**src/sv/htfe_pkg.sv**
```systemverilog
package htfe_pkg;

	localparam logic [7:0] HEAD_MARK = 8'hAA;
	localparam logic [7:0] TAIL_MARK = 8'h77;

	localparam int FRAME_DEPTH  = 32;
	localparam int IDX_W        = 5;
	localparam int CNT_W        = 6;
	localparam int LEN_W        = 5;
	localparam int STORE_AW     = IDX_W + 1;
	localparam int OVERHEAD     = 6;
	localparam int PAYLOAD_BASE = 4;

	typedef struct packed {
		logic                we;
		logic [STORE_AW-1:0] addr;
		logic [7:0]          data;
	} store_wr_t;

	typedef struct packed {
		logic             ok;
		logic [7:0]       id;
		logic [LEN_W-1:0] len;
		logic             bank;
	} job_t;

	typedef enum logic [1:0] {
		ST_IDLE,
		ST_DATA,
		ST_OUT
	} back_state_t;

endpackage

```
**src/sv/htfe_ram.sv**
```systemverilog
module htfe_ram #(
	parameter int WIDTH = 8,
	parameter int DEPTH = 64
) (
	input  logic                     clk,
	input  logic                     we,
	input  logic [$clog2(DEPTH)-1:0] waddr,
	input  logic [WIDTH-1:0]         wdata,
	input  logic [$clog2(DEPTH)-1:0] raddr,
	output logic [WIDTH-1:0]         rdata
);

	logic [WIDTH-1:0] mem_q [DEPTH];

	always_ff @(posedge clk) begin
		if (we) begin
			mem_q[waddr] <= wdata;
		end
		rdata <= mem_q[raddr];
	end

endmodule

```
**src/sv/htfe_front.sv**
```systemverilog
module htfe_front #(
	parameter int BLOCK_BYTES = 32
) (
	input  logic                clk,
	input  logic                arst_n,
	input  logic                s_tvalid,
	output logic                s_tready,
	input  logic [7:0]          data_byte,
	input  logic                end_of_block,
	input  logic                q_full,
	output logic                push,
	output htfe_pkg::job_t      job,
	output htfe_pkg::store_wr_t store_wr
);

	localparam int POS_W = $clog2(BLOCK_BYTES + 1);

	logic [7:0]                   prev_q;
	logic                         capturing_q;
	logic                         closed_q;
	logic [htfe_pkg::CNT_W-1:0]   count_q;
	logic                         ovf_q;
	logic [POS_W-1:0]             pos_q;
	logic                         bank_q;
	logic [7:0]                   id_q;
	logic [7:0]                   len_q;

	logic                         acc;
	logic                         scan;
	logic                         hdr;
	logic                         tail;
	logic                         cap_e;
	logic                         closed_e;
	logic                         ovf_e;
	logic [htfe_pkg::CNT_W-1:0]   cnt_e;
	logic                         wr;
	logic                         capturing_n;
	logic                         closed_n;
	logic                         ovf_n;
	logic [htfe_pkg::CNT_W-1:0]   cnt_n;
	logic [7:0]                   id_n;
	logic [7:0]                   len_n;
	logic                         ok;

	assign s_tready = !q_full;
	assign acc      = s_tvalid && s_tready;
	assign scan     = acc && (pos_q < POS_W'(BLOCK_BYTES));

	always_comb begin
		hdr      = (data_byte == htfe_pkg::HEAD_MARK) && (prev_q == htfe_pkg::HEAD_MARK);
		tail     = (data_byte == htfe_pkg::TAIL_MARK) && (prev_q == htfe_pkg::TAIL_MARK);
		cap_e    = hdr || capturing_q;
		closed_e = hdr ? 1'b0 : closed_q;
		ovf_e    = hdr ? 1'b0 : ovf_q;
		cnt_e    = hdr ? htfe_pkg::CNT_W'(1) : count_q;
		wr       = 1'b0;
		capturing_n = cap_e;
		closed_n    = closed_e;
		ovf_n       = ovf_e;
		cnt_n       = cnt_e;
		if (cap_e) begin
			if (cnt_e < htfe_pkg::CNT_W'(htfe_pkg::FRAME_DEPTH)) begin
				wr    = 1'b1;
				cnt_n = cnt_e + htfe_pkg::CNT_W'(1);
			end else begin
				ovf_n = 1'b1;
			end
			if (tail) begin
				capturing_n = 1'b0;
				closed_n    = 1'b1;
			end
		end
		id_n  = (wr && cnt_e == htfe_pkg::CNT_W'(2)) ? data_byte : id_q;
		len_n = (wr && cnt_e == htfe_pkg::CNT_W'(3)) ? data_byte : len_q;
		ok    = closed_n && !ovf_n && (cnt_n >= htfe_pkg::CNT_W'(4))
			&& (9'(cnt_n) == 9'(len_n) + 9'(htfe_pkg::OVERHEAD));
		if (!scan) begin
			closed_n = closed_q;
			ovf_n    = ovf_q;
			cnt_n    = count_q;
			id_n     = id_q;
			len_n    = len_q;
			ok       = closed_q && !ovf_q && (count_q >= htfe_pkg::CNT_W'(4))
				&& (9'(count_q) == 9'(len_q) + 9'(htfe_pkg::OVERHEAD));
		end
	end

	assign store_wr.we   = scan && wr;
	assign store_wr.addr = {bank_q, cnt_e[htfe_pkg::IDX_W-1:0]};
	assign store_wr.data = data_byte;

	assign push     = acc && end_of_block;
	assign job.ok   = ok;
	assign job.id   = ok ? id_n : 8'd0;
	assign job.len  = ok ? len_n[htfe_pkg::LEN_W-1:0] : '0;
	assign job.bank = bank_q;

	always_ff @(posedge clk or negedge arst_n) begin
		if (!arst_n) begin
			prev_q      <= '0;
			capturing_q <= 1'b0;
			closed_q    <= 1'b0;
			count_q     <= '0;
			ovf_q       <= 1'b0;
			pos_q       <= '0;
			bank_q      <= 1'b0;
		end else if (push) begin
			prev_q      <= '0;
			capturing_q <= 1'b0;
			closed_q    <= 1'b0;
			count_q     <= '0;
			ovf_q       <= 1'b0;
			pos_q       <= '0;
			bank_q      <= !bank_q;
		end else if (scan) begin
			prev_q      <= data_byte;
			capturing_q <= capturing_n;
			closed_q    <= closed_n;
			count_q     <= cnt_n;
			ovf_q       <= ovf_n;
			pos_q       <= pos_q + POS_W'(1);
		end
	end

	always_ff @(posedge clk) begin
		if (scan) begin
			id_q  <= id_n;
			len_q <= len_n;
		end
	end

endmodule

```
**src/sv/htfe_queue.sv**
```systemverilog
module htfe_queue (
	input  logic           clk,
	input  logic           arst_n,
	input  logic           push,
	input  htfe_pkg::job_t wr_job,
	input  logic           pop,
	output logic           full,
	output logic           not_empty,
	output htfe_pkg::job_t head
);

	htfe_pkg::job_t slot_q [2];
	logic           wp_q;
	logic           rp_q;
	logic [1:0]     cnt_q;

	assign full      = (cnt_q == 2'd2);
	assign not_empty = (cnt_q != 2'd0);
	assign head      = slot_q[rp_q];

	always_ff @(posedge clk) begin
		if (push) begin
			slot_q[wp_q] <= wr_job;
		end
	end

	always_ff @(posedge clk or negedge arst_n) begin
		if (!arst_n) begin
			wp_q  <= 1'b0;
			rp_q  <= 1'b0;
			cnt_q <= '0;
		end else begin
			if (push) begin
				wp_q <= !wp_q;
			end
			if (pop) begin
				rp_q <= !rp_q;
			end
			if (push && !pop) begin
				cnt_q <= cnt_q + 2'd1;
			end else if (pop && !push) begin
				cnt_q <= cnt_q - 2'd1;
			end
		end
	end

endmodule

```
**src/sv/htfe_back.sv**
```systemverilog
module htfe_back (
	input  logic                          clk,
	input  logic                          arst_n,
	input  logic                          q_valid,
	input  htfe_pkg::job_t                job,
	output logic                          pop,
	output logic [htfe_pkg::STORE_AW-1:0] raddr,
	input  logic [7:0]                    rdata,
	output logic                          m_tvalid,
	input  logic                          m_tready,
	output logic [23:0]                   m_tdata,
	output logic                          m_tuser,
	output logic                          m_tlast
);

	htfe_pkg::back_state_t state_q, state_d;
	logic [htfe_pkg::LEN_W-1:0] k_q, k_d;
	logic                       ld;
	logic                       multi;
	logic                       is_last;
	logic [7:0]                 id_o_q;
	logic [htfe_pkg::LEN_W-1:0] len_o_q;
	logic [7:0]                 byte_o_q;
	logic                       ok_o_q;
	logic                       last_o_q;

	assign multi   = job.ok && (job.len != '0);
	assign is_last = !multi || (k_q + htfe_pkg::LEN_W'(1) == job.len);

	always_comb begin
		state_d = state_q;
		k_d     = k_q;
		ld      = 1'b0;
		pop     = 1'b0;
		case (state_q)
			htfe_pkg::ST_IDLE: begin
				if (q_valid) begin
					if (multi) begin
						state_d = htfe_pkg::ST_DATA;
					end else begin
						ld      = 1'b1;
						state_d = htfe_pkg::ST_OUT;
					end
				end
			end
			htfe_pkg::ST_DATA: begin
				ld      = 1'b1;
				state_d = htfe_pkg::ST_OUT;
			end
			htfe_pkg::ST_OUT: begin
				if (m_tready) begin
					if (last_o_q) begin
						pop     = 1'b1;
						k_d     = '0;
						state_d = htfe_pkg::ST_IDLE;
					end else begin
						k_d     = k_q + htfe_pkg::LEN_W'(1);
						state_d = htfe_pkg::ST_DATA;
					end
				end
			end
			default: begin
				state_d = htfe_pkg::ST_IDLE;
			end
		endcase
	end

	assign raddr = {job.bank, htfe_pkg::IDX_W'(k_d) + htfe_pkg::IDX_W'(htfe_pkg::PAYLOAD_BASE)};

	always_ff @(posedge clk or negedge arst_n) begin
		if (!arst_n) begin
			state_q <= htfe_pkg::ST_IDLE;
			k_q     <= '0;
		end else begin
			state_q <= state_d;
			k_q     <= k_d;
		end
	end

	always_ff @(posedge clk) begin
		if (ld) begin
			ok_o_q   <= job.ok;
			id_o_q   <= job.id;
			len_o_q  <= job.len;
			byte_o_q <= multi ? rdata : 8'd0;
			last_o_q <= is_last;
		end
	end

	assign m_tvalid = (state_q == htfe_pkg::ST_OUT);
	assign m_tdata  = {3'd0, byte_o_q, len_o_q, id_o_q};
	assign m_tuser  = ok_o_q;
	assign m_tlast  = last_o_q;

endmodule

```
**src/sv/header_tail_frame_extractor.sv**
```systemverilog
// Header/tail byte frame extractor.
// Slave stream: one raw byte per item in s_tdata[7:0]; s_tlast marks the
// final byte of a block. Bytes past BLOCK_BYTES in a block are not scanned.
// Master stream: per block either one reject item (m_tuser low, fields zero)
// or the accepted frame: m_tuser high, ID and length, one item per payload
// byte (a single item when the length is zero), m_tlast on the final item.
// Throughput: the front end takes one byte per cycle while s_tready is high. Captured bytes go to a
// two-bank frame store and each block end posts a job to a two-entry queue,
// so the next block streams in while the previous frame is read out.
// Read-out: the s_tlast byte's job is registered in the queue; the back end
// then loads the output registers and raises m_tvalid. Each payload item
// is first fetched in a read state, set by the registered read of the frame
// store, so payload items do not come back to back. With both banks pending,
// s_tready drops until the back end finishes a job.
// Reset clears the scanner state and the job queue; the store holds no valid
// data until written. A stalled receiver holds the current item on m_tdata.
module header_tail_frame_extractor #(
	parameter int BLOCK_BYTES = 32
) (
	input  logic        clk,
	input  logic        arst_n,
	input  logic        s_tvalid,
	output logic        s_tready,
	input  logic [7:0]  s_tdata,   // [7:0] data_byte
	input  logic        s_tlast,   // end_of_block
	output logic        m_tvalid,
	input  logic        m_tready,
	output logic [23:0] m_tdata,   // [7:0] frame_id, [12:8] payload_len, [20:13] payload_byte
	output logic        m_tuser,   // frame_ok
	output logic        m_tlast    // last
);

	htfe_pkg::store_wr_t             store_wr;
	htfe_pkg::job_t                  push_job;
	htfe_pkg::job_t                  head_job;
	logic                            push;
	logic                            pop;
	logic                            q_full;
	logic                            q_valid;
	logic [htfe_pkg::STORE_AW-1:0]   raddr;
	logic [7:0]                      rdata;

	htfe_front #(
		.BLOCK_BYTES(BLOCK_BYTES)
	) u_front (
		.clk         (clk),
		.arst_n      (arst_n),
		.s_tvalid    (s_tvalid),
		.s_tready    (s_tready),
		.data_byte   (s_tdata),
		.end_of_block(s_tlast),
		.q_full      (q_full),
		.push        (push),
		.job         (push_job),
		.store_wr    (store_wr)
	);

	htfe_ram #(
		.WIDTH(8),
		.DEPTH(2 * htfe_pkg::FRAME_DEPTH)
	) u_store (
		.clk  (clk),
		.we   (store_wr.we),
		.waddr(store_wr.addr),
		.wdata(store_wr.data),
		.raddr(raddr),
		.rdata(rdata)
	);

	htfe_queue u_queue (
		.clk      (clk),
		.arst_n   (arst_n),
		.push     (push),
		.wr_job   (push_job),
		.pop      (pop),
		.full     (q_full),
		.not_empty(q_valid),
		.head     (head_job)
	);

	htfe_back u_back (
		.clk     (clk),
		.arst_n  (arst_n),
		.q_valid (q_valid),
		.job     (head_job),
		.pop     (pop),
		.raddr   (raddr),
		.rdata   (rdata),
		.m_tvalid(m_tvalid),
		.m_tready(m_tready),
		.m_tdata (m_tdata),
		.m_tuser (m_tuser),
		.m_tlast (m_tlast)
	);

endmodule

```
**config.mk**
```make
export PLATFORM = sky130hd
export DESIGN_NAME = header_tail_frame_extractor
export DESIGN_NICKNAME = d
export VERILOG_FILES = /design/src/sv/htfe_pkg.sv /design/src/sv/htfe_ram.sv /design/src/sv/htfe_front.sv /design/src/sv/htfe_queue.sv /design/src/sv/htfe_back.sv /design/src/sv/header_tail_frame_extractor.sv
export SDC_FILE = /design/constraint.sdc
export NUM_CORES = 1
export LEC_CHECK = 0
export BUFFER_PORTS_ARGS = -buffer_cell sky130_fd_sc_hd__buf_2
export CAP_MARGIN = 10
export CORE_MARGIN = 2
export CORE_UTILIZATION = 59
export CTS_BUF_LIST = sky130_fd_sc_hd__clkbuf_4
export DETAILED_ROUTE_END_ITERATION = 12
export GPL_ROUTABILITY_DRIVEN = 0
export GPL_TIMING_DRIVEN = 0
export PLACE_DENSITY = 0.78
export SETUP_SLACK_MARGIN = 0.3
export SYNTH_ARGS = -nofsm -noshare
export SYNTH_HDL_FRONTEND = slang
export SYNTH_SLANG_ARGS = --single-unit
```
**constraint.sdc**
```tcl
create_clock -name clk -period 4.43 [get_ports clk]
set_input_delay 0.443 -clock clk [delete_from_list [all_inputs] [get_ports clk]]
set_output_delay 0.443 -clock clk [all_outputs]
set_load 0.005 [all_outputs]
```
==> run metrics <==
Startpoint Class register; clk sinks 624; final setup margin 38.6 ps; layout cells sized above 1 24.8%; die area 46,100 sq um; Simple-Gate Fraction of Synth Area 8.55%; number of global-route vias before repair 15.9k; Yosys cell types 76; largest family of logic cells by synthesized area multiplexers; Sw Share 34.1%; R2R Path Start u_front.prev_q[4]; Max FO, Critical Path 5; hold path start s_tdata[5]; Worst Reg-to-Reg Cells 19; area of the mapped netlist 26,200 sq um; compound-gate portion of the synthesized area 4.18%; setup_tns 0 ps; gr busiest metal met2; Worst Setup Path Type reg -> reg; Max VDD drop 0.315 mV; cts bufs inserted 155; Flop pwr share 38.2%; hold depth 1; most common cell after layout, fill and taps aside edfxtp_1; unrepaired setup endpoints after global routing yes; I/O pin cnt 41; CP required 5240 ps; WP data arrival 5200 ps; clock latency at the later pin of the worst-skew pair 980 ps; CTS tree yes; Main synth FF type edfxtp_1; adder-cell area share of the yosys netlist 0.382%; initial antenna violation count 2; die width 215 microns; Slew @ Worst Pin 1300 ps; met2 GRT Util 43.3%; area share of the leading cell type in the synthesized netlist 66.7%; Fin. Hold Viols 0; PD cells 613 nW/um^2; Mean Syn Cell Area 15.8 sq um; Cells after Synth 1,661; Max Root-Sink Buffers 3; Die Height 215 microns; Starting DRT DRC Count 1,705; sequential area share after synthesis 70.6%; max-cap violations 0; CP peak stage delay 510 ps; # setup viols final 0; reg-to-reg slack, setup 40 ps; Combinational Power Share 35.7%; pre-CTS WS -1770 ps; Highest Clock Rate 228 MHz; mux cell area share after synthesis 12.9%; largest net degree at the start of global routing 73; Initial Utilization 59.5%; leakage power 10.4 nW; via count 16.0k; crit path cell chain nor4bb_4 > nand4_1 > clkbuf_8 > and2_4 > ha_4 > buf_8 > inv_8 > a22oi_2 > and2_4 > ha_4 > or4bb_1 > o31ai_2 > a31oi_1 > xnor2_1 > nand4b_1 > a2111oi_2 > o22a_2 > buf_6 > and2_4; Async SR Flop Fraction 5.61%; Port Buf Inserts 37; post-DR vias/cell 6.16; dpl hpwl 39.6 mm; internal power 12.0 mW; hold endpoint u_store.mem_q[54][5]; commonest non-fill, non-tap cells in the layout edfxtp_1, clkbuf_4, mux2i_1; post-synthesis xor/xnor area fraction 1.09%; ranking of synthesized cells by area edfxtp_1, mux2i_1, mux4_2; Hold Crit Class in -> reg; Crit path top cell by count and2_4; period utilization 99.1%; DRC 0; Yosys top cell by area edfxtp_1; FF+latch count, synth 624; H-tree levels 4; total wire length 63.3 mm; P_sw 6.23 mW; WL per Instance 24.4 microns; all-layer global routing usage 27.8%; clk slew on worst S/H paths 80 ps; global-route wire length before repair 94.1 mm; Fin Clk Skew 61.9 ps; First-pass DRT Iterations 8; CTS root buf clkbuf_4; slowest cell on the critical path or4bb_1; Yosys warnings 0; Slew Limit Fails 0; Slew HR 13.5%; EDFF count, synth 581; CP Capture Type register; clock group share of total power 26.1%; core area 44,000 sq um; final net count 1,921; row count 77; GRT overflow 0; final worst path period need 4390 ps; Antenna Nets Post-Route 0; GRT met3 Usage 7.35%; reg-to-reg endpoint u_queue.slot_q[0][3]; outcome finished, final reports clean; Finished Core Util 67.6%; met1 Use GR 37.3%; Area Overhead vs Synth 13.7%
==> cells by family after synthesis <==
| logic type | Yosys count |
|---|---|
| AOI/OAI and AO/OA | 152 |
| xor gates and xnor gates | 31 |
| adders and majority gates | 8 |
| buffers and inverters | 110 |
| DFF | 624 |
| muxes | 274 |
| other | 1 |
| and+or+nand+nor | 461 |
==> through the flow <==
| stage | power, mW | hold WS [ps] | instances | cell area, sq um |
|---|---|---|---|---|
| after floorplan | 11.3 | 147 | 1663 | 26200 |
| after global placement | 13.0 | 461 | 2292 | 27100 |
| after detailed placement | 13.2 | 475 | 2299 | 27300 |
| after CTS | 18.1 | 11.3 | 2587 | 29600 |
| after global routing | 19.0 | 25.1 | 2598 | 29700 |
| final | 18.3 | 107 | 2598 | 29700 |
==> power groups by stage <==
stage | registers [mW] | clock network (mW) | logic, mW
finish | 6.97 | 4.76 | 6.52
floorplan | 7.05 | 0 | 4.21
global placement | 7.08 | 0 | 5.94
detailed placement | 7.09 | 0 | 6.11
global route | 6.99 | 5.14 | 6.84
CTS | 6.96 | 4.83 | 6.28
==> cells in the mapped netlist, types with 22 or more instances <==
library cell,instances
edfxtp_1,581
mux2i_1,198
nand2_1,191
nor2_1,93
nand3_1,53
mux4_2,48
clkbuf_1,40
dfrtp_1,35
o21ai_0,33
and2_1,27
mux2_2,27
and3_1,26
xnor2_1,22
==> area by class of cell <==
class | instances | area, sq um
antenna | 4 | 10.0
buffer | 90 | 563
clock buffer | 225 | 1690
clock inverter | 34 | 240
fill | 2973 | 14300
inverter | 20 | 83.8
multi-input combinational | 929 | 7310
sequential | 624 | 18500
tap | 592 | 741
timing repair buffer | 80 | 632
==> flip-flops by register name, indices dropped and copies added (netlist names), 2 cells and up <==
signal           flops
u_store.mem_q      512
u_queue.slot_q      30
u_back.byte_o_q      8
u_back.id_o_q        8
u_front.id_q         8
u_front.len_q        8
u_front.prev_q       8
u_store.rdata        8
u_front.count_q      6
u_front.pos_q        6
u_back.k_q           5
u_back.len_o_q       5
u_back.state_q       2
u_queue.cnt_q        2
==> worst max-delay path by stage <==
stage,startpoint,end,slack [ps],cells past startpoint
2_1_floorplan,s_tdata[3],u_queue.slot_q[0][2],300,20
3_5_place_dp,s_tdata[3],u_queue.slot_q[1][3],-1770,21
6_report,u_front.prev_q[4],u_queue.slot_q[0][3],40,19
3_3_place_gp,s_tdata[3],u_queue.slot_q[0][11],-1670,21
4_1_cts,u_front.prev_q[6],u_queue.slot_q[0][3],130,19
5_1_grt,u_front.prev_q[4],u_queue.slot_q[1][9],-80,21
==> layer usage <==
| metal | vias up | share of wire [%] |
|---|---|---|
| li1 | 6965 | - |
| met1 | 7911 | 39 |
| met2 | 968 | 47 |
| met3 | 171 | 10 |
| met4 | 0 | 3.6 |
| met5 | - | 0 |
==> worst max-delay path: cells and delay by family, from the launching register on <==
kind,cells,cell delay [ps]
AND/OR/NAND/NOR,7,1840
AO/OA/AOI/OAI,5,920
buffers and inverters,4,570
flip-flops,1,420
adder cells (fa/ha/maj),2,310
XOR/XNOR,1,180
==> timing repair <==
action | in CTS | in global routing
endpoints found under the setup margin | 36 | 36
endpoints found under the hold margin | 113 | 0
pin swaps | 12 | 9
setup buffers | 17 | 7
gates resized for setup | 47 | 24
gates cloned | 1 | 0
hold buffers | 11 | 0
Power figures use the tool's default switching activity.
